$ cat config.mk
export PLATFORM = sky130hd
export DESIGN_NAME = button_click_hold_detector_top
export DESIGN_NICKNAME = d
export VERILOG_FILES = /design/src/design/bchd_pkg.sv /design/src/design/button_click_hold_detector_top.sv
export SDC_FILE = /design/constraint.sdc
export NUM_CORES = 1
export LEC_CHECK = 0
export ABC_AREA = 1
export ABC_CLOCK_PERIOD_IN_PS = 4800
export CORE_ASPECT_RATIO = 0.7
export CORE_UTILIZATION = 45
export DETAILED_ROUTE_END_ITERATION = 6
export DONT_BUFFER_PORTS = 1
export PLACE_DENSITY = 0.68
export REMOVE_ABC_BUFFERS = 1
export SLEW_MARGIN = 10
export SYNTH_ARGS = -nofsm -noshare
export SYNTH_HDL_FRONTEND = slang
export SYNTH_SLANG_ARGS = --single-unit
export TNS_END_PERCENT = 30
$ cat constraint.sdc
create_clock -name clock -period 4.8 [get_ports clock]
set_clock_uncertainty 0.1 [all_clocks]
set_input_delay 0.72 -clock clock [delete_from_list [all_inputs] [get_ports clock]]
set_output_delay 0.72 -clock clock [all_outputs]
set_load 0.02 [all_outputs]
$ cat src/design/bchd_pkg.sv
package bchd_pkg;

   // Payload widths
   localparam int unsigned ReqDataWidth = 48;
   localparam int unsigned RspDataWidth = 24;
   localparam int unsigned CsrAddrWidth = 3;
   localparam int unsigned CsrDataWidth = 16;
   localparam int unsigned TimeWidth    = 32;
   localparam int unsigned CountWidth   = 8;
   localparam int unsigned LimitWidth   = 16;

   // Register indexes
   localparam logic [CsrAddrWidth-1:0] RegDebounce = 3'd0;
   localparam logic [CsrAddrWidth-1:0] RegHold     = 3'd1;
   localparam logic [CsrAddrWidth-1:0] RegClick    = 3'd2;
   localparam logic [CsrAddrWidth-1:0] RegStep     = 3'd3;
   localparam logic [CsrAddrWidth-1:0] RegInvert   = 3'd4;

   // Register reset values
   localparam logic [LimitWidth-1:0] DebounceReset = 16'd60;
   localparam logic [LimitWidth-1:0] HoldReset     = 16'd500;
   localparam logic [LimitWidth-1:0] ClickReset    = 16'd500;
   localparam logic [LimitWidth-1:0] StepReset     = 16'd400;

   localparam logic [CountWidth-1:0] CountMax = 8'hFF;

   // Acknowledge mask bits
   localparam int unsigned AckPress   = 0;
   localparam int unsigned AckRelease = 1;
   localparam int unsigned AckClick   = 2;
   localparam int unsigned AckHeld    = 3;
   localparam int unsigned AckCount   = 4;

   // Elapsed time against a limit. When the mark was moved to now in this
   // tick the elapsed time is zero, so only a zero limit is reached.
   function automatic logic time_reached(input logic                  mark_now,
                                         input logic [TimeWidth-1:0]  elapsed,
                                         input logic [LimitWidth-1:0] limit);
      logic result;
      if (mark_now) begin
         result = (limit == '0);
      end else begin
         result = (elapsed >= {{(TimeWidth-LimitWidth){1'b0}}, limit});
      end
      return result;
   endfunction

endpackage

$ cat src/design/button_click_hold_detector_top.sv
// Each accepted item waits in the input register until the result slot is free
// or its result is taken; one pass of tick logic then writes its result into
// the result register. Each item gives exactly one result.
// Throughput: one item per cycle while the receiver keeps taking results, set
// by the single pass of tick logic between the input register and the result register.
// Reset: synchronous, active high; clears all button state and loads the
// register defaults (60, 500, 500, 400 ms, no inversion).
module button_click_hold_detector_top import bchd_pkg::*; (
   input  logic                    clock,
   input  logic                    reset,
   // raw_level[0], now_ms[32:1], ack_mask[37:33], step_query[38],
   // step_clicks[46:39], clear_all[47]
   input  logic [ReqDataWidth-1:0] req_tdata,
   input  logic                    req_tvalid,
   output logic                    req_tready,
   // pressed[0], press_event[1], release_event[2], click_event[3],
   // held_event[4], holding[5], count_ready[6], click_count[14:7],
   // hold_clicks[22:15], step_fire[23]
   output logic [RspDataWidth-1:0] rsp_tdata,
   output logic                    rsp_tvalid,
   input  logic                    rsp_tready,
   input  logic                    csr_we,
   input  logic [CsrAddrWidth-1:0] csr_addr,
   input  logic [CsrDataWidth-1:0] csr_wdata
);

   // Configuration registers
   logic [LimitWidth-1:0] debounce_ff;
   logic [LimitWidth-1:0] hold_to_ff;
   logic [LimitWidth-1:0] click_to_ff;
   logic [LimitWidth-1:0] step_to_ff;
   logic                  invert_ff;

   // Channel registers
   logic                    req_valid_ff, req_valid_in;
   logic [ReqDataWidth-1:0] req_data_ff;
   logic                    rsp_valid_ff, rsp_valid_in;
   logic [RspDataWidth-1:0] rsp_data_ff, rsp_data_in;
   logic                    advance;

   // Button state
   logic                  acc_ff, acc_in;
   logic                  dbr_ff, dbr_in;
   logic [TimeWidth-1:0]  mark_ff, mark_in;
   logic                  press_ff, press_in;
   logic                  release_ff, release_in;
   logic                  click_ff, click_in;
   logic                  held_ff, held_in;
   logic                  count_ff, count_in;
   logic                  step_ff, step_in;
   logic                  hold_ff, hold_in;
   logic                  armed_ff, armed_in;
   logic [CountWidth-1:0] series_ff, series_in;
   logic [CountWidth-1:0] finished_ff, finished_in;
   logic [CountWidth-1:0] cbh_ff, cbh_in;

   // Unpacked fields of the held item
   logic                  raw_level;
   logic [TimeWidth-1:0]  now_ms;
   logic [4:0]            ack_mask;
   logic                  step_query;
   logic [CountWidth-1:0] step_clicks;
   logic                  clear_all;

   // Tick intermediates
   logic                  level;
   logic [TimeWidth-1:0]  elapsed;
   logic                  mark_now;
   logic                  fire;
   logic [CountWidth-1:0] hold_clicks;

   assign raw_level   = req_data_ff[0];
   assign now_ms      = req_data_ff[32:1];
   assign ack_mask    = req_data_ff[37:33];
   assign step_query  = req_data_ff[38];
   assign step_clicks = req_data_ff[46:39];
   assign clear_all   = req_data_ff[47];

   // Handshake: the held item moves on when the result slot is free or its result is taken
   assign advance    = req_valid_ff && (!rsp_valid_ff || rsp_tready);
   assign req_tready = !req_valid_ff || advance;
   assign rsp_tvalid = rsp_valid_ff;
   assign rsp_tdata  = rsp_data_ff;

   always_comb begin
      req_valid_in = req_valid_ff;
      if (req_tvalid && req_tready) begin
         req_valid_in = 1'b1;
      end else if (advance) begin
         req_valid_in = 1'b0;
      end
      rsp_valid_in = rsp_valid_ff;
      if (advance) begin
         rsp_valid_in = 1'b1;
      end else if (rsp_tready) begin
         rsp_valid_in = 1'b0;
      end
   end

   // One tick of the detector
   always_comb begin
      acc_in      = acc_ff;
      dbr_in      = dbr_ff;
      mark_in     = mark_ff;
      press_in    = press_ff;
      release_in  = release_ff;
      click_in    = click_ff;
      held_in     = held_ff;
      count_in    = count_ff;
      step_in     = step_ff;
      hold_in     = hold_ff;
      armed_in    = armed_ff;
      series_in   = series_ff;
      finished_in = finished_ff;
      cbh_in      = cbh_ff;
      fire        = 1'b0;
      mark_now    = 1'b0;

      level   = raw_level ^ invert_ff;
      elapsed = now_ms - mark_ff;

      // debounce of a press
      if (level && !acc_ff) begin
         if (!dbr_ff) begin
            dbr_in   = 1'b1;
            mark_in  = now_ms;
            mark_now = 1'b1;
         end else if (elapsed >= {{(TimeWidth-LimitWidth){1'b0}}, debounce_ff}) begin
            acc_in   = 1'b1;
            press_in = 1'b1;
            armed_in = 1'b1;
         end
      end else begin
         dbr_in = 1'b0;
      end

      // release
      if (!level && acc_ff) begin
         acc_in = 1'b0;
         if (!hold_ff && series_ff != CountMax) begin
            series_in = series_ff + 1'b1;
         end
         hold_in    = 1'b0;
         release_in = 1'b1;
         mark_in    = now_ms;
         mark_now   = 1'b1;
         if (step_ff) begin
            finished_in = '0;
            series_in   = '0;
            step_in     = 1'b0;
         end
         if (armed_in) begin
            armed_in = 1'b0;
            click_in = 1'b1;
         end
      end

      // hold; the mark moves to now on this path
      if (acc_in && level && !hold_in &&
          elapsed >= {{(TimeWidth-LimitWidth){1'b0}}, hold_to_ff}) begin
         hold_in  = 1'b1;
         held_in  = 1'b1;
         step_in  = 1'b1;
         armed_in = 1'b0;
         cbh_in   = series_in;
         mark_in  = now_ms;
         mark_now = 1'b1;
      end

      // click series closes
      if (time_reached(mark_now, elapsed, click_to_ff) && series_in != '0) begin
         finished_in = series_in;
         series_in   = '0;
         count_in    = 1'b1;
      end

      // step query
      if (step_query && series_in == step_clicks && step_in &&
          time_reached(mark_now, elapsed, step_to_ff)) begin
         mark_in = now_ms;
         fire    = 1'b1;
      end

      hold_clicks = hold_in ? cbh_in : '0;
      rsp_data_in = {fire, hold_clicks, finished_in, count_in, step_in, held_in,
                     click_in, release_in, press_in, level};

      // acknowledges and clear after the result is formed
      if (ack_mask[AckPress])   press_in   = 1'b0;
      if (ack_mask[AckRelease]) release_in = 1'b0;
      if (ack_mask[AckClick])   click_in   = 1'b0;
      if (ack_mask[AckHeld])    held_in    = 1'b0;
      if (ack_mask[AckCount]) begin
         count_in    = 1'b0;
         finished_in = '0;
      end
      if (clear_all) begin
         press_in    = 1'b0;
         release_in  = 1'b0;
         click_in    = 1'b0;
         held_in     = 1'b0;
         step_in     = 1'b0;
         count_in    = 1'b0;
         cbh_in      = '0;
         finished_in = '0;
      end
   end

   // Configuration writes
   always_ff @(posedge clock) begin
      if (reset) begin
         debounce_ff <= DebounceReset;
         hold_to_ff  <= HoldReset;
         click_to_ff <= ClickReset;
         step_to_ff  <= StepReset;
         invert_ff   <= 1'b0;
      end else if (csr_we) begin
         case (csr_addr)
            RegDebounce: begin
               debounce_ff <= csr_wdata;
            end
            RegHold: begin
               hold_to_ff <= csr_wdata;
            end
            RegClick: begin
               click_to_ff <= csr_wdata;
            end
            RegStep: begin
               step_to_ff <= csr_wdata;
            end
            RegInvert: begin
               invert_ff <= csr_wdata[0];
            end
            default: begin
            end
         endcase
      end
   end

   // Channel control
   always_ff @(posedge clock) begin
      if (reset) begin
         req_valid_ff <= 1'b0;
         rsp_valid_ff <= 1'b0;
      end else begin
         req_valid_ff <= req_valid_in;
         rsp_valid_ff <= rsp_valid_in;
      end
   end

   // Payload registers
   always_ff @(posedge clock) begin
      if (req_tvalid && req_tready) begin
         req_data_ff <= req_tdata;
      end
      if (advance) begin
         rsp_data_ff <= rsp_data_in;
      end
   end

   // Button state, updated once per processed item
   always_ff @(posedge clock) begin
      if (reset) begin
         acc_ff      <= 1'b0;
         dbr_ff      <= 1'b0;
         mark_ff     <= '0;
         press_ff    <= 1'b0;
         release_ff  <= 1'b0;
         click_ff    <= 1'b0;
         held_ff     <= 1'b0;
         count_ff    <= 1'b0;
         step_ff     <= 1'b0;
         hold_ff     <= 1'b0;
         armed_ff    <= 1'b0;
         series_ff   <= '0;
         finished_ff <= '0;
         cbh_ff      <= '0;
      end else if (advance) begin
         acc_ff      <= acc_in;
         dbr_ff      <= dbr_in;
         mark_ff     <= mark_in;
         press_ff    <= press_in;
         release_ff  <= release_in;
         click_ff    <= click_in;
         held_ff     <= held_in;
         count_ff    <= count_in;
         step_ff     <= step_in;
         hold_ff     <= hold_in;
         armed_ff    <= armed_in;
         series_ff   <= series_in;
         finished_ff <= finished_in;
         cbh_ff      <= cbh_in;
      end
   end

endmodule

* Yosys cells after proc, flatten, opt, wreduce, memory -nomap -nowiden
Cells that the tools add are included.
** Storage, ports and cells
- Register bits :: 205
- Output and inout bits :: 26
- Logic and storage cells :: 131
** Operators by class
- Add/subtract/negate cells :: 2
- Order comparisons :: 4
- Eq/ne operators :: 7
- Multiplexer cells :: 60
- Bitwise operators :: 1
- Reductions and logical operators :: 33
** Operators with widths (count)
- 2-to-1 mux 32 bit :: 5
- greater-or-equal comparator 32 x 16 -> 1 bit :: 4
- 2-to-1 mux 8 bit :: 11
- 2-to-1 mux 1 bit :: 44
- zero test 16 bit :: 2
- subtractor 32 bit :: 1
- logical AND 1 bit :: 12
- AND reduction 2 bit :: 5
- adder 8 x 1 -> 8 bit (second input constant) :: 1
- equality test 8 bit :: 1
- != test 8 bit (second input constant) :: 1
- nonzero test 8 bit :: 1
- equality test 3 x 2 -> 1 bit (second input constant) :: 2
- zero test 1 bit :: 6
- != test 4 x 1 -> 1 bit (second input constant) :: 1
- nonzero test 2 bit :: 2
- nonzero test 4 bit :: 1
- equality test 3 x 1 -> 1 bit (second input constant) :: 1
- equality test 3 bit (second input constant) :: 1
- zero test 3 bit :: 1
- AND reduction 3 bit :: 1
- logical OR 1 bit :: 2
- XOR 1 bit :: 1

* Logic depth before layout (Yosys ltp)
- Depth after elaboration :: 19
- Gate-level depth with buffers :: 39
- Depth with buffers taken out :: 38

* Least setup slack after synthesis
OpenSTA, ideal clock, no wires.
- Path type :: register to register
- From :: register req_data_ff[7]
- To :: register mark_ff[4]
- Library setup time :: 0.115 ns
- Arrival time :: 3.703 ns
- Slack :: 0.882 ns
- Stages on the path, launching flop included :: 34
- Path buffers :: 2
- Cells stage by stage :: edfxtp_1 > ha_1 > nand2_1 > inv_1 > a21oi_1 > nand2_2 > nand2_1 > nand2_1 > xor2_1 > ha_1 > inv_1 > nor3_1 > a211oi_1 > nand2_1 > a21oi_1 > nand3_2 > nand2_2 > nand2_2 > nand2_4 > nand2_2 > nand2_1 > nand3_2 > buf_6 > nand2_2 > nand2_1 > nand2_1 > nand2_1 > nor2_1 > nand2_2 > nand2_8 > buf_6 > nand3_1 > nand2_1 > nor2_1
** Between the ends
- Word-level cells in the longest chain between the ends :: 19
- Elaborated cells between the ends (all ways) :: 27
** RTL lines
- start, declared :: RTL line button_click_hold_detector_top.sv:36 : logic [ReqDataWidth-1:0] req_data_ff;
- start signal, assigned :: RTL line button_click_hold_detector_top.sv:254 : req_data_ff <= req_tdata;
- subtractor 32 bit (*) :: RTL line button_click_hold_detector_top.sv:120 : elapsed = now_ms - mark_ff;
- greater-or-equal comparator 32 x 16 -> 1 bit :: RTL line button_click_hold_detector_top.sv:128 : end else if (elapsed >= {{(TimeWidth-LimitWidth){1'b0}}, debounce_ff}) begin
- 2-to-1 mux 1 bit :: RTL line button_click_hold_detector_top.sv:128
- 2-to-1 mux 1 bit :: RTL line button_click_hold_detector_top.sv:124 : if (!dbr_ff) begin
- 2-to-1 mux 1 bit :: RTL line button_click_hold_detector_top.sv:123 : if (level && !acc_ff) begin
- 2-to-1 mux 1 bit :: RTL line button_click_hold_detector_top.sv:138 : if (!level && acc_ff) begin
- logical AND 1 bit (3 in series) :: RTL line button_click_hold_detector_top.sv:159 : if (acc_in && level && !hold_in &&
- 2-to-1 mux 1 bit :: RTL line button_click_hold_detector_top.sv:159
- 2-to-1 mux 1 bit :: RTL line bchd_pkg.sv:40 : if (mark_now) begin
- logical AND 1 bit :: RTL line button_click_hold_detector_top.sv:171 : if (time_reached(mark_now, elapsed, click_to_ff) && series_in != '0) begin
- 2-to-1 mux 8 bit :: RTL line button_click_hold_detector_top.sv:171
- equality test 8 bit :: RTL line button_click_hold_detector_top.sv:178 : if (step_query && series_in == step_clicks && step_in &&
- logical AND 1 bit (3 in series) :: RTL line button_click_hold_detector_top.sv:178
- != test 4 x 1 -> 1 bit (no line) / nonzero test 4 bit (equally long branches)
- AND reduction 3 bit (no line)
- end signal, assigned :: RTL line button_click_hold_detector_top.sv:281 : mark_ff <= mark_in;
- end, declared :: RTL line button_click_hold_detector_top.sv:44 : logic [TimeWidth-1:0] mark_ff, mark_in;
Every way passes the cells marked *; elsewhere a longest branch is shown, timed or not.
A chain may end at the register's enable or synchronous reset.

* Worst setup path after layout
- From :: register req_data_ff[1]
- To :: register mark_ff[0]
** Between the ends
- Word-level cells in the longest chain between the ends :: 19
- Elaborated cells between the ends (all ways) :: 30
** RTL lines (RTL line)
- subtractor 32 bit :: button_click_hold_detector_top.sv:120
- greater-or-equal comparator 32 x 16 -> 1 bit :: button_click_hold_detector_top.sv:128
- 2-to-1 mux 1 bit :: button_click_hold_detector_top.sv:128
- 2-to-1 mux 1 bit :: button_click_hold_detector_top.sv:124
- 2-to-1 mux 1 bit :: button_click_hold_detector_top.sv:123
- 2-to-1 mux 1 bit :: button_click_hold_detector_top.sv:138
- logical AND 1 bit (3 in series) :: button_click_hold_detector_top.sv:159
- 2-to-1 mux 1 bit :: button_click_hold_detector_top.sv:159
- 2-to-1 mux 1 bit :: bchd_pkg.sv:40
- logical AND 1 bit :: button_click_hold_detector_top.sv:171
- 2-to-1 mux 8 bit :: button_click_hold_detector_top.sv:171
- equality test 8 bit :: button_click_hold_detector_top.sv:178
- logical AND 1 bit (3 in series) :: button_click_hold_detector_top.sv:178
- != test 4 x 1 -> 1 bit (no line) / nonzero test 4 bit (equally long branches)
- AND reduction 3 bit (no line)
Several ways; a longest one is shown, not always the timed one. The select of a mux whose other input is x is not followed.

==> run summary <==
For this block, the routed nets add up to 31400 µm of wire. The share of synthesized area in the top cell type comes to 21.9%. Master of the slowest instance on the critical path: fa_2. The logs give 3260 µW for the internal power summed over all cells and 23000 µm for the half-perimeter wire length after detailed placement. The power density over the cells was 343 nW/µm².

Type of destination of the critical path: a flop. The number of register bits inferred by synthesis works out to 205. For this block, the initial DRC count from the detailed router was 723. The filler cells instantiated in the layout total 2549. The switching share of total power works out to 31.4%. The final global-route overflow total is 0. The largest driver fanout on the critical path was 8; the reported net switching power was 1500 µW. For this configuration, the core starts out at a cell density of 46.6%. The fraction of the cycle the final worst path needs is 94.3%.

Type of the tightest min-delay check: input port to flop. The clock period minus final worst setup slack works out to 4.52 ns. Across every metal layer, demand over resource in global routing totals 22.3%. The logs give 2047 for the final cell count without fillers and 0 for the DRC violations left.

Pin placement for this block handled 98 I/O pins. The logs give 0.949 for the weighted congestion reported at the end of routability-driven placement and 26.5% for the combinational power share. For the antenna diode count, the log shows 0. The worst setup path is launched from a flop.

The worst setup path is of the flop to flop kind. In this run the remaining antenna-violating nets after routing total 0. At the end of the flow, the number of nets in the layout was 1847. The actual slew at the worst max-slew pin was 1.15 ns; the count of placed standard cells including taps was 1993. Among all cell types in the netlist, the one instantiated most often is nand2_1. The logs give 205 for the TritonCTS sink count and 12200 µm² for the synthesized area. The setup violation total in the final timing report was 0; the maximum clock frequency was 221 MHz. The cell count after synthesis came out at 1648.

Of the total power, the clock network draws 32.7%. In the routed layout, each cell is associated on average with a via count of 5.14. Sequential cells burn 40.8% of the power. In the final layout, the share of cells above drive strength 1 is 12.1%. The cell sitting at the root of the clock tree is a clkbuf_16. Clock-pin slew was measured on the worst setup and hold paths at 0.06 ns. The tools report the final count of hold timing violations as 0. Counting the buffers created by CTS gives 21.

On the worst path, the slowest cell contributes a delay of 0.43 ns. For the worst setup path, the data required time is 5.12 ns. The leakage dissipation is 0.00626 µW. The headroom to the max-slew limit is 23.3%.

With fillers left out, the area of the finished cells amounts to 13900 µm². Counting instances in the post-synthesis netlist gives the leading cell types as 390 x nand2_1, 273 x inv_1, 166 x a21oi_1. Among all flip-flop cells after synthesis, the most frequent one is dfxtp_1. The most numerous cell type found on the critical path is nand2_1. In the post-synthesis netlist, the biggest area contributors are dfxtp_1 22%, edfxtp_1 18%, nand2_1 12%, ha_1 10%, inv_1 8.4%.

Summing all placed instances gives a cell area of 12700 µm². VDD sags by at most 0.000296 V. The run gives 0 as the initial antenna violation count. The flow ran to the end, and the final reports show no timing, DRC or antenna violations.

The logs give 88 for the pin count of the biggest net entering global routing and 4.84 ns for the signal arrival time at the worst endpoint. In this run the tool buffered the top-level ports with 0 buffer cells. The first global-routing pass estimated 49300 µm of wire.

The post-synthesis cell type count came out at 45. The number of global-route vias before repair is 9440. The average instance in the mapped netlist occupies 7.38 µm². The sequential element share of the synthesized area was 39.7%. The tools report the standard-cell row count as 49. For the level count of the clock H-tree, the log shows 1. TritonCTS built the clock tree. The count of maximum capacitance violations was 0. For this run, the detailed router's first-pass iteration total came to 5.

The clock passes through at most 3 buffers. The floorplan step set the die height to 140 µm. The floorplan die width was 198 µm.

The max-slew violation count is 0, and the area added between synthesis and finish is 14.0%. The post-detailed-route wirelength per cell was 15.3 µm. The die covers 27700 µm². Number of enable-type register cells in the synthesized netlist: 72. For this block, the via count after detailed routing is 10500. Clock latency on the worst-skew pair, taken at its later pin, is 0.53 ns. After floorplanning, the core was sized to cover 26100 µm². After synthesis, the share of flip-flops with an asynchronous set or reset is 0%. Library cell occupying the most area in the post-synthesis netlist: dfxtp_1. Yosys printed 0 warnings.
[power groups by stage]
| stage | clock [µW] | combinational, µW | sequential (µW) |
|---|---|---|---|
| 2_1_floorplan | 0 | 777 | 1960 |
| 3_3_place_gp | 0 | 1090 | 1970 |
| 3_5_place_dp | 0 | 1110 | 1970 |
| 4_1_cts | 1600 | 1120 | 1940 |
| 5_1_grt | 1670 | 1420 | 1950 |
| 6_report | 1560 | 1260 | 1940 |
[what timing repair did]
item / CTS / global route
hold buffers: 0 / 0
resized for setup: 0 / 79
buffers inserted: 0 / 14
setup endpoints to repair: 0 / 37
[cell usage in the layout, fill, tap and decap left out, types with 13 or more instances in the layout]
cell	n
inv_2	25
nand2_1	376
inv_1	268
edfxtp_1	72
o211ai_1	17
nor2_1	111
o21ai_0	81
nor3_1	17
clkbuf_16	24
nand4_1	20
nand2_2	28
buf_4	40
nand3_1	90
ha_4	13
dfxtp_1	131
ha_1	83
a21oi_1	163
[registers in the layout, indices dropped and copies added, names as in the netlist, 8 cells and up]
register,count
cbh_ff,8
finished_ff,8
click_to_ff,16
req_data_ff,48
rsp_tdata,24
series_ff,8
step_to_ff,16
hold_to_ff,16
debounce_ff,16
mark_ff,32
[worst max-delay path: cells and delay by family, from the launching register on]
kind	cells	cell delay, ns
AND/OR/NAND/NOR	23	2.06
adder cells (fa/ha/maj)	3	0.79
AO/OA/AOI/OAI	3	0.58
buffers and inverters	4	0.43
flip-flops	1	0.34
XOR/XNOR	1	0.10
[kinds of logic (layout without fill, tap and decap cells)]
| family | after synthesis | after routing | share of synthesized area [%] |
|---|---|---|---|
| XOR/XNOR | 17 | 17 | 1.22 |
| adder cells (fa/ha/maj) | 99 | 99 | 10.2 |
| AND/OR/NAND/NOR | 697 | 698 | 25.0 |
| AO/OA/AOI/OAI | 287 | 287 | 12.7 |
| flip-flops | 205 | 205 | 39.7 |
| buffers and inverters | 343 | 384 | 11.2 |
[stage by stage]
step	hold WS, ns	setup WS, ns	utilization (%)	power, µW	setup TNS, ns
2_1_floorplan	0.335	0.556	-	2740	0
3_3_place_gp	0.341	0.165	48.5	3060	0
3_5_place_dp	0.347	0.0724	48.5	3090	0
4_1_cts	0.150	0.0261	50.9	4660	0
5_1_grt	0.155	-0.0410	53.1	5040	-0.291
6_report	0.179	0.275	53.1	4760	0
[worst paths after layout]
check,start,depth (start not counted),slack [ns],endpoint
worst max-delay path,req_data_ff[1],34,0.28,mark_ff[0]
worst min-delay path,reset,1,0.18,cbh_ff[7]
worst max register to register,req_data_ff[1],34,0.28,mark_ff[0]
worst min register to register,cbh_ff[4],2,0.36,cbh_ff[4]
[layout make-up]
class	count	area [µm²]	area share, %
multi-input cells	1101	6370	46.0
flip-flops and latches	205	4830	34.8
inverters	298	1120	8.08
clock buffers	33	612	4.41
repair buffers	49	459	3.31
well taps	357	447	3.22
clock inverters	4	23.8	0.172
[routing by layer]
layer / global-route usage, % / wire length (µm) / part of all wire [%] / vias up
li1: - / - / - / 5363
met1: 34.8 / 16000 / 51 / 4828
met5: 0 / 0 / 0 / -
met4: 4.33 / 498 / 1.6 / 0
met2: 31.7 / 12700 / 41 / 290
met3: 4.14 / 2130 / 6.8 / 34
Note: power is estimated with default switching activity, not from simulation.
